--- config.mk ---
export PLATFORM = sky130hd
export DESIGN_NAME = pci_queue
export DESIGN_NICKNAME = d
export VERILOG_FILES = /design/src/pci_pkg.sv /design/src/pci_queue.sv
export SDC_FILE = /design/constraint.sdc
export NUM_CORES = 1
export LEC_CHECK = 0
export ABC_CLOCK_PERIOD_IN_PS = 14400
export BUFFER_PORTS_ARGS = -buffer_cell sky130_fd_sc_hd__buf_2
export CORE_UTILIZATION = 61
export DETAILED_ROUTE_END_ITERATION = 10
export GPL_TIMING_DRIVEN = 0
export HOLD_SLACK_MARGIN = 0.12
export PLACE_DENSITY = 0.83
export SLEW_MARGIN = 20
export SYNTH_ARGS = -nofsm -noshare
export SYNTH_HDL_FRONTEND = slang
export SYNTH_SLANG_ARGS = --single-unit
--- constraint.sdc ---
create_clock -name clk -period 14.4 [get_ports clk]
set_clock_uncertainty 0.15 [all_clocks]
set_input_delay 1.44 -clock clk [delete_from_list [all_inputs] [get_ports clk]]
set_output_delay 1.44 -clock clk [all_outputs]
set_load 0.01 [all_outputs]
--- src/pci_pkg.sv ---
package pci_pkg;

	// register indexes of the configuration port
	localparam logic [2:0] REG_POINT_COUNT = 3'd0;
	localparam logic [2:0] REG_POINTS_LO   = 3'd1;
	localparam logic [2:0] REG_POINTS_HI   = 3'd2;
	localparam logic [2:0] REG_COLORS_LO   = 3'd3;
	localparam logic [2:0] REG_COLORS_HI   = 3'd4;

	localparam int TABLE_POINTS = 4;
	localparam int DEF_MAX_POINTS = 4;
	localparam int QUEUE_DEPTH = 4;

	// datapath widths
	localparam int NUM_W   = 33;
	localparam int DIV_W   = 49;
	localparam int REM_W   = 34;
	localparam int RATIO_W = 28;
	localparam int PROD_W  = 37;
	localparam int RATIO_LIM = 1 << 26;

	localparam logic [63:0] POINTS_LO_RST = 64'h0001_0000_0000_0000;

	typedef struct packed {
		logic [2:0]                         point_count;
		logic [TABLE_POINTS-1:0][31:0]      points;
		logic [TABLE_POINTS-1:0][31:0]      colors;
	} cfg_t;

	// classified word handed from front to back
	typedef struct packed {
		logic              is_div;
		logic [31:0]       color;
		logic [NUM_W-1:0]  num;
		logic [NUM_W-1:0]  den;
		logic [31:0]       cmin;
		logic [31:0]       cmax;
	} entry_t;

	// one stage of the divider pipeline
	typedef struct packed {
		logic              is_div;
		logic [31:0]       color;
		logic              neg;
		logic [NUM_W-1:0]  den;
		logic [REM_W-1:0]  rem;
		logic [DIV_W-1:0]  nq;
		logic [31:0]       cmin;
		logic [31:0]       cmax;
	} div_t;

endpackage

--- src/pci_queue.sv ---
module pci_queue
	import pci_pkg::*;
(
	input  logic   clk,
	input  logic   arst_n,
	input  logic   push,
	input  entry_t push_data,
	input  logic   pop,
	output entry_t head,
	output logic   empty,
	output logic   almost_full
);

	localparam int PTR_W = $clog2(QUEUE_DEPTH);

	entry_t mem_q [QUEUE_DEPTH];
	logic [PTR_W-1:0] wr_q, rd_q;
	logic [PTR_W:0]   count_q;

	// storage
	always_ff @(posedge clk) begin
		if (push) mem_q[wr_q] <= push_data;
	end

	// pointers and fill level
	always_ff @(posedge clk or negedge arst_n) begin
		if (!arst_n) begin
			wr_q <= '0;
			rd_q <= '0;
			count_q <= '0;
		end else begin
			if (push) wr_q <= PTR_W'(wr_q + 1'b1);
			if (pop) rd_q <= PTR_W'(rd_q + 1'b1);
			if (push && !pop) count_q <= (PTR_W+1)'(count_q + 1'b1);
			else if (pop && !push) count_q <= (PTR_W+1)'(count_q - 1'b1);
		end
	end

	assign head = mem_q[rd_q];
	assign empty = (count_q == '0);
	// two words may still be in flight in the front
	assign almost_full = (count_q >= (PTR_W+1)'(QUEUE_DEPTH - 2));

	a_no_overflow: assert property (@(posedge clk) disable iff (!arst_n)
		!(push && !pop && count_q == (PTR_W+1)'(QUEUE_DEPTH)))
		else $error("queue overflow");
	a_no_underflow: assert property (@(posedge clk) disable iff (!arst_n)
		!(pop && empty))
		else $error("queue underflow");
	a_count_up: assert property (@(posedge clk) disable iff (!arst_n)
		(push && !pop) |=> count_q == (PTR_W+1)'($past(count_q) + 1'b1))
		else $error("queue count mismatch");

endmodule

==> results.py <==
metrics = {
    "outcome": {
        "status": "complete, no violations",
    },
    "placed_design": {
        "hpwl_mm": 29.49,
        "gp_congestion": 0.7095,
        "placement.io_buffers": 331,
    },
    "cells_and_area": {
        "nets": 1465,
        "drive_gt1_share_pct": 46.83,
        "n_fill_cell": 2076,
        "final_core_util_pct": 73.70,
        "final_common_cell": "edfxtp_1",
        "mostFrequentLayoutCells": "edfxtp_1 (652), buf_2 (347), mux4_2 (163)",
        "syn_to_final_growth_pct": 18.80,
    },
    "worst_setup_path": {
        "required_ns": 12.81,
        "slowest_stage": "clkbuf_1",
        "startpoint_type": "flip-flop",
        "crit_family": "buffers and inverters",
        "critPathMaxStageDelay_ns": 0.56,
        "path_cells": "clkbuf_1 > buf_2 > mux4_2 > buf_2",
        "crit_path_frequent_cell": "buf_2",
        "crit_type": "flip-flop to output pin",
        "crit_buf_inv": 3,
        "path_max_fanout": 10,
        "worstPathArrival_ns": 2.52,
        "end_kind": "output pin",
    },
    "die": {
        "fp.dieW_um": 200.5,
        "dieArea_sq_mm": 0.04019,
        "start_util_pct": 62.04,
        "rows": 72,
        "io_pins": 332,
        "core_area_sq_mm": 0.03874,
        "fp.dieH_um": 200.5,
    },
    "clocking": {
        "cts_sinks": 659,
        "tritoncts": "built",
        "cts.repair.resized": 0,
        "clkTransAtPathRegs_ns": 0.06,
        "clk_latency_ns": 0.61,
        "ctsLongestPathBuffers": 3,
        "numCtsBuffers": 61,
        "hold_buffers": 0,
        "cts_root_buffer": "clkbuf_16",
        "cts_setup_buffers": 0,
        "htreeDepth": 2,
    },
    "timing": {
        "fin_crit_sh_pct": 28.51,
        "rsz0062_at_grt": "no",
        "max_freq_mhz": 243.6,
        "setup_violations": 0,
        "slew_violations": 0,
        "relSlewSlack_pct": 51.16,
        "tightest_slew_ns": 0.7326,
        "hold_viol": 0,
        "setup_tns_ns": 0,
        "fin_crit_ns": 4.106,
    },
    "synthesis": {
        "netlist_area_sq_mm": 0.02403,
        "ys_seq_elements": 659,
        "postSynthCellCount": 886,
        "synth_edf_count": 652,
        "ys_async_sr_fraction_pct": 1.062,
        "yosysUniqueCellTypes": 19,
        "yosysSeqAreaShare_pct": 82.20,
        "synthesis.nets": 1059,
        "syn_avg_cell_area_sq_um": 27.12,
        "synth_flop_cell": "edfxtp_1",
        "yosysWarnings": 0,
    },
    "route": {
        "via_count": 10990,
        "drt_first_iter_violations": 819,
        "firstDrtPassIters": 5,
        "drc_errors": 0,
        "routed_wl_mm": 48.89,
        "vias_per_cell": 5.888,
        "postRouteAntennaNets": 0,
        "wl_per_cell_um": 26.18,
    },
    "power": {
        "total_power_mw": 5.924,
        "irDropWorstVdd_v": 0.0001697,
        "pwr_density_cell_mw_per_mm2": 207.5,
        "leakage_nw": 9.800,
    },
    "hold_path": {
        "hp-class": "flip-flop to flip-flop",
    },
    "global_route": {
        "first_global_vias": 11600,
        "grt_max_degree": 47,
        "antenna_found_initial": 12,
        "grt.overflow.total": 0,
        "track_usage_pct": 24.64,
        "grt_pass1_wl_mm": 72.13,
    },
    "job": {
        "maxCapViolations": 0,
    },
}
==> Yosys cell counts, types with 2 or more instances <==
library cell    n  area [sq um]
edfxtp_1      652         19580
buf_12         11         220.2
nor2_1          2         7.510
buf_2          16         80.08
xor2_1          4         35.03
nand2_1         2         7.510
inv_1           4         15.01
xnor2_1         2         17.52
and2_1          4         25.02
ha_1            5         62.56
buf_6           7         78.83
clkbuf_1        2         7.510
dfrtp_1         7         175.2
mux4_2        163          3671
==> through the flow <==
step	setup WS, ns	hold slack [ns]	cells	instance area (sq um)
2_1_floorplan	8.555	0.2843	886	24030
3_3_place_gp	5.499	0.2996	1735	26340
3_5_place_dp	10.95	0.3304	1747	26660
4_1_cts	10.24	0.3606	1859	28530
5_1_grt	10.21	0.3760	1864	28540
6_report	10.29	0.3516	1867	28550
==> routing by layer <==
metal  part of all wire, %  global-route usage [%]  vias up  wire [um]
li1                      -                       -     4678          -
met1                    37                   31.91     5735      18250
met2                    52                   40.96      479      25250
met3                   8.3                   7.127       88       4078
met4                   2.5                   7.715       12       1219
met5                  0.17                       0        -         83
==> registers in the layout, indices dropped and copies added, names as in the netlist <==
name / flops
mem_q: 652
count_q: 3
rd_q: 2
wr_q: 2
==> cells by family (layout without fill, tap and decap cells) <==
logic type | Yosys count | in the layout | share of synthesized area, %
xor gates and xnor gates | 6 | 6 | 0.2187
muxes | 164 | 164 | 15.32
other | 0 | 8 | 0
and+or+nand+nor | 9 | 9 | 0.1927
AOI/OAI and AO/OA | 1 | 1 | 0.02081
buffers and inverters | 41 | 496 | 1.703
adders and majority gates | 6 | 6 | 0.3436
DFF | 659 | 659 | 82.20
==> layout make-up <==
| type | count | area (sq um) | share of cell area, % |
|---|---|---|---|
| Tap cell | 518 | 648.1 | 2.270 |
| Inverter | 4 | 15.01 | 0.05259 |
| Clock inverter | 40 | 257.7 | 0.9028 |
| Clock buffer | 72 | 1610 | 5.640 |
| Timing Repair Buffer | 343 | 1972 | 6.907 |
| Multi-Input combinational cell | 186 | 3879 | 13.59 |
| Sequential cell | 659 | 19750 | 69.19 |
| Antenna cell | 8 | 20.02 | 0.07012 |
| Buffer | 37 | 394.1 | 1.380 |
==> where the power goes <==
group          internal, mW  switching, mW  leakage, nW
Sequential             2.51         0.0908         6.07
Combinational         0.843          0.979         2.81
Clock                 0.846          0.660        0.920
==> path summary, 6_finish.rpt <==
kind | startpoint | end | slack, ns | cells past startpoint
max in group asynchronous | arst_n | rd_q[1] | 13.45 | 1
worst min register to register | count_q[2] | count_q[2] | 0.35 | 1
worst max register to register | wr_q[0] | mem_q[2][73] | 11.96 | 5
min in group asynchronous | arst_n | count_q[0] | 0.50 | 1
worst min-delay path | count_q[2] | count_q[2] | 0.35 | 1
worst max-delay path | rd_q[1] | head[87] | 10.29 | 4
No activity file was read; power rests on OpenSTA's default activity.
