<file path="config.mk">
export PLATFORM = sky130hd
export DESIGN_NAME = pci_front
export DESIGN_NICKNAME = d
export VERILOG_FILES = /design/src/pci_pkg.sv /design/src/pci_front.sv
export SDC_FILE = /design/constraint.sdc
export NUM_CORES = 1
export LEC_CHECK = 0
export BUFFER_PORTS_ARGS = -buffer_cell sky130_fd_sc_hd__clkbuf_2
export CAP_MARGIN = 20
export CORE_UTILIZATION = 48
export DETAILED_ROUTE_END_ITERATION = 7
export HOLD_SLACK_MARGIN = 0.1
export PLACE_DENSITY_LB_ADDON = 0.12
export SYNTH_ARGS = -nofsm -noshare
export SYNTH_HDL_FRONTEND = slang
export SYNTH_SLANG_ARGS = --single-unit
export TNS_END_PERCENT = 10
</file>
<file path="constraint.sdc">
create_clock -name clk -period 2.6 [get_ports clk]
set_input_delay 0.26 -clock clk [delete_from_list [all_inputs] [get_ports clk]]
set_output_delay 0.26 -clock clk [all_outputs]
set_load 0.02 [all_outputs]
</file>
<file path="src/pci_pkg.sv">
package pci_pkg;

	// register indexes of the configuration port
	localparam logic [2:0] REG_POINT_COUNT = 3'd0;
	localparam logic [2:0] REG_POINTS_LO   = 3'd1;
	localparam logic [2:0] REG_POINTS_HI   = 3'd2;
	localparam logic [2:0] REG_COLORS_LO   = 3'd3;
	localparam logic [2:0] REG_COLORS_HI   = 3'd4;

	localparam int TABLE_POINTS = 4;
	localparam int DEF_MAX_POINTS = 4;
	localparam int QUEUE_DEPTH = 4;

	// datapath widths
	localparam int NUM_W   = 33;
	localparam int DIV_W   = 49;
	localparam int REM_W   = 34;
	localparam int RATIO_W = 28;
	localparam int PROD_W  = 37;
	localparam int RATIO_LIM = 1 << 26;

	localparam logic [63:0] POINTS_LO_RST = 64'h0001_0000_0000_0000;

	typedef struct packed {
		logic [2:0]                         point_count;
		logic [TABLE_POINTS-1:0][31:0]      points;
		logic [TABLE_POINTS-1:0][31:0]      colors;
	} cfg_t;

	// classified word handed from front to back
	typedef struct packed {
		logic              is_div;
		logic [31:0]       color;
		logic [NUM_W-1:0]  num;
		logic [NUM_W-1:0]  den;
		logic [31:0]       cmin;
		logic [31:0]       cmax;
	} entry_t;

	// one stage of the divider pipeline
	typedef struct packed {
		logic              is_div;
		logic [31:0]       color;
		logic              neg;
		logic [NUM_W-1:0]  den;
		logic [REM_W-1:0]  rem;
		logic [DIV_W-1:0]  nq;
		logic [31:0]       cmin;
		logic [31:0]       cmax;
	} div_t;

endpackage

</file>
<file path="src/pci_front.sv">
module pci_front
	import pci_pkg::*;
#(
	parameter int MAX_POINTS = DEF_MAX_POINTS
) (
	input  logic               clk,
	input  logic               arst_n,
	input  logic               accept,
	input  logic signed [31:0] sample,
	input  cfg_t               cfg,
	output logic               push,
	output entry_t             entry
);

	logic [2:0]  n_eff;
	logic [1:0]  seg;
	logic        found;

	logic               v_s1;
	logic signed [31:0] smp_s1, pmin_s1, pmax_s1;
	logic [31:0]        cmin_s1, cmax_s1;

	logic   v_s2;
	entry_t ent_s2;
	entry_t ent_c;

	// segment search over the inner breakpoints
	always_comb begin
		n_eff = cfg.point_count;
		if (n_eff < 3'd2) n_eff = 3'd2;
		if (n_eff > 3'(MAX_POINTS)) n_eff = 3'(MAX_POINTS);
		seg = 2'd0;
		found = 1'b0;
		for (int k = 1; k < MAX_POINTS - 1; k++) begin
			if (!found && (3'(k + 1) < n_eff)) begin
				if ($signed(cfg.points[k]) >= sample) found = 1'b1;
				else seg = 2'(k);
			end
		end
	end

	// stage 1 and stage 2 valid
	always_ff @(posedge clk or negedge arst_n) begin
		if (!arst_n) begin
			v_s1 <= 1'b0;
			v_s2 <= 1'b0;
		end else begin
			v_s1 <= accept;
			v_s2 <= v_s1;
		end
	end

	// stage 1 segment endpoints
	always_ff @(posedge clk) begin
		smp_s1  <= sample;
		pmin_s1 <= $signed(cfg.points[seg]);
		pmax_s1 <= $signed(cfg.points[2'(seg + 2'd1)]);
		cmin_s1 <= cfg.colors[seg];
		cmax_s1 <= cfg.colors[2'(seg + 2'd1)];
	end

	// classify: plain color, step or divide
	always_comb begin
		ent_c.cmin = cmin_s1;
		ent_c.cmax = cmax_s1;
		ent_c.num = NUM_W'($signed({smp_s1[31], smp_s1}) - $signed({pmin_s1[31], pmin_s1}));
		ent_c.den = NUM_W'($signed({pmax_s1[31], pmax_s1}) - $signed({pmin_s1[31], pmin_s1}));
		ent_c.is_div = 1'b0;
		if (cmin_s1 == cmax_s1) ent_c.color = cmin_s1;
		else if (pmin_s1 == pmax_s1) ent_c.color = (smp_s1 <= pmin_s1) ? cmin_s1 : cmax_s1;
		else begin
			ent_c.color = cmin_s1;
			ent_c.is_div = 1'b1;
		end
	end

	always_ff @(posedge clk) begin
		ent_s2 <= ent_c;
	end

	assign push  = v_s2;
	assign entry = ent_s2;

endmodule

</file>
==> impl_metrics.tcl <==
set metrics [dict create \
    synth_edf_count 0 \
    nets 3090 \
    status "finished, violations left" \
    ys_seq_area_share_pct 40.1 \
    fin_setup_tns_ps -6570 \
    required_ps 3000 \
    reg2reg_to "entry[95]" \
    grt_usage_pct 34.6 \
    via_per_inst 5.61 \
    coreArea_mm2 0.0334 \
    slew_violations 0 \
    preCtsSetupSlack_ps -781 \
    netlist_area_mm2 0.0162 \
    crit_type "reg -> reg" \
    period_minus_slack_ps 2820 \
    fill_cells 2202 \
    finalHoldViolCount 0 \
    clock-skew-final_ps 19.8 \
    slew_headroom_pct 49.0 \
    seqPwrFrac_pct 32.8 \
    htreeDepth 2 \
    start_util_pct 48.6 \
    pin_count 458 \
    ys_types 76 \
    power_frac_comb_pct 41.9 \
    areaGrowthSynthToFinish_pct 57.0 \
    hold_path.class "in -> reg" \
    final-seq-area_mm2 0.00652 \
    power_frac_clock_pct 25.3 \
    routabilityCongestion 0.921 \
    cap_violations 0 \
    cts_sinks 325 \
    wl_per_cell_um 20.0 \
    cts_tree "yes" \
    synth_ff_type "dfxtp_1" \
    fin_crit_sh_pct 109 \
    drive_gt1_share_pct 37.0 \
    dpl.hpwl_mm 42.5 \
    crit_arrival_ps 3230 \
    path_max_fanout 3 \
    multi_input_area_mm2 0.00943 \
    r2r_cells 10 \
    violations "negative setup slack" \
    grt_pass1_wl_mm 92.4 \
    numCtsBuffers 36 \
    netlist_instances 1704 \
    clk_latency_ps 530 \
    path_clk_slew_ps 60 \
    grt_max_degree 68 \
    startpoint_type "flop" \
    ir_drop_v 0.000747 \
    postRouteAntennaNets 0 \
    cp-end-kind "flop" \
    antenna_found_initial 1 \
    grt_overflow_total 0 \
    synth_seq_cells 325 \
    p_sw_uw 7580 \
    fmax_mhz 354 \
    die_w_um 186 \
    clock_path_buffers 3 \
    p_int_uw 13100 \
    first_iter_violations 1573 \
    setup_viol 91 \
    syn_avg_cell_area_um2 9.54 \
    async_flop_share_pct 0.615 \
    p_per_area_mw_per_mm2 811 \
    hp-start "cfg[133]" \
    leakagePower_uw 0.0122 \
    rrSetupSlack_ps -220 \
    worstReg2RegStart "pmin_s1[1]" \
    whs_path_depth 3 \
    first_pass_iters 7 \
    dieHeight_um 186 \
    hold_end "pmin_s1[5]" \
    cts-root-buf "clkbuf_16" \
    dieArea_mm2 0.0346 \
    grt_pass1_vias 17600 \
    drc 0 \
    swShare_pct 36.7 \
    rows 67 \
    tightest_slew_ps 764 \
    num_vias 17600 \
    ys_warn_count 0 \
    fin_ws_ps -224 \
    port_buffers 457 \
    rsz0062_at_grt "yes" \
    synth_nets 2129 \
    routed_wl_mm 62.9 \
]
-- worst max path at each step --
| stage | endpoint | start | depth (start not counted) |
|---|---|---|---|
| finish | entry[95] | pmin_s1[1] | 10 |
| global route | entry[95] | pmin_s1[1] | 10 |
| CTS | entry[130] | pmin_s1[29] | 14 |
| detailed placement | cmax_s1[7] | sample[29] | 13 |
| global placement | pmin_s1[29] | sample[29] | 14 |
| floorplan | entry[128] | pmin_s1[1] | 10 |
-- layout make-up --
class | instances | share of cell area, %
Multi-Input combinational cell | 1197 | 37.0
Timing Repair Buffer | 1002 | 29.0
Clock inverter | 15 | 0.701
Clock buffer | 49 | 4.04
Tap cell | 448 | 2.20
Antenna cell | 2 | 0.0196
Sequential cell | 325 | 25.6
Inverter | 103 | 1.52
-- synth_stat cells (4+ instances only) --
cell type | instances | area (µm²)
a211oi_1 | 7 | 52.6
a21boi_0 | 5 | 37.5
a21o_1 | 41 | 308
a21oi_1 | 72 | 360
a221o_1 | 63 | 631
a221oi_1 | 5 | 43.8
a311oi_1 | 35 | 307
a31oi_1 | 4 | 25.0
and2_1 | 69 | 432
and3_1 | 9 | 56.3
and4_1 | 8 | 70.1
buf_2 | 33 | 165
buf_6 | 13 | 146
clkbuf_1 | 32 | 120
dfxtp_1 | 323 | 6470
ha_1 | 129 | 1610
inv_1 | 102 | 383
mux2_1 | 21 | 236
mux2_2 | 10 | 113
nand2_1 | 111 | 417
nand2b_1 | 76 | 475
nand3_1 | 50 | 250
nand4_1 | 20 | 125
nor2_1 | 93 | 349
nor2b_1 | 45 | 282
nor3_1 | 18 | 90.1
nor4_1 | 14 | 87.6
o2111ai_1 | 4 | 35.0
o211ai_1 | 14 | 105
o21a_1 | 11 | 82.6
o21ai_0 | 45 | 225
o21bai_1 | 6 | 45.0
o221a_2 | 63 | 709
o311ai_0 | 4 | 35.0
or3_1 | 6 | 37.5
or4_1 | 7 | 52.6
xnor2_1 | 28 | 245
xor2_1 | 41 | 359
-- cell families (layout without fill, tap and decap cells) --
kind of cell    after synthesis  after routing  synth area share (%)
simple gates                542            542                  17.6
compound gates              423            423                  21.1
flops                       325            325                  40.1
buf+inv                     182           1169                  5.08
fa+ha+maj                   131            131                  10.2
xor+xnor                     69             69                  3.72
mux                          32             32                  2.23
other cells                   0              2                     0
-- flip-flops by register name, indices dropped and copies added, names as in the netlist --
register  cells
cmin_s1      32
smp_s1       32
entry       163
pmax_s1      32
cmax_s1      32
v_s1          1
pmin_s1      32
push          1
-- layer usage --
metal	routed length (µm)	share of wire [%]	GRT usage, %
met1	25300	40	42.6
met2	29800	47	58.0
met3	4540	7.2	5.22
met4	3190	5.1	18.3
met5	0	0	0
-- per-stage QoR --
stage               hold slack [ps]  utilization, %  instances  total power (µW)  cell area, µm²
detailed placement             46.8            62.5       2802             14500           20900
global route                    109            76.3       3140             21600           25500
CTS                             100            75.0       3128             20200           25100
floorplan                     -35.6               -       1704             11200           16200
global placement               44.6            62.5       2802             14400           20900
finish                          106            76.3       3141             20700           25500
-- worst max-delay path, stage by stage (launching register included) --
cell	delay, ps
dfxtp_2	350
inv_2	60
ha_4	270
nor2b_4	150
o211ai_1	140
a21o_1	220
o32a_1	440
a31o_4	270
o41ai_4	380
o21ai_1	120
xnor2_1	310
-- power groups by stage --
stage          combinational [µW]  clock, µW  sequential (µW)
6_report                     8670       5230             6790
5_1_grt                      9270       5480             6880
3_3_place_gp                 7560          0             6830
4_1_cts                      8200       5270             6760
3_5_place_dp                 7650          0             6850
2_1_floorplan                3530          0             7690
-- timing repair --
action                                  4_1_cts  5_1_grt
hold buffers                                250        0
endpoints found under the hold margin       156        0
setup buffers                                 8        8
gates resized for setup                      67       60
cloned                                        5        6
pin swaps                                    39       33
endpoints found under the setup margin      180      189
-- placed cells by master (no fill, tap or decap), types with 15 or more instances in the layout --
master         netlist  final
nand3_1             50     46
o21ai_0             45     34
dfxtp_1            323    319
xnor2_1             28     27
mux2_4               0     23
nor2_1              93     88
dlygate4sd3_1        0    250
clkbuf_2             0    457
nor2b_1             45     41
clkbuf_16            0     42
nand4_1             20     20
o221a_2             63     63
a311oi_1            35     32
nand2_1            111    107
ha_1               129    117
and2_1              69     67
buf_4                1    264
inv_1              102     98
a21o_1              41     40
xor2_1              41     41
nor3_1              18     15
nand2b_1            76     76
a221o_1             63     63
a21oi_1             72     70
Power figures use the tool's default switching activity.
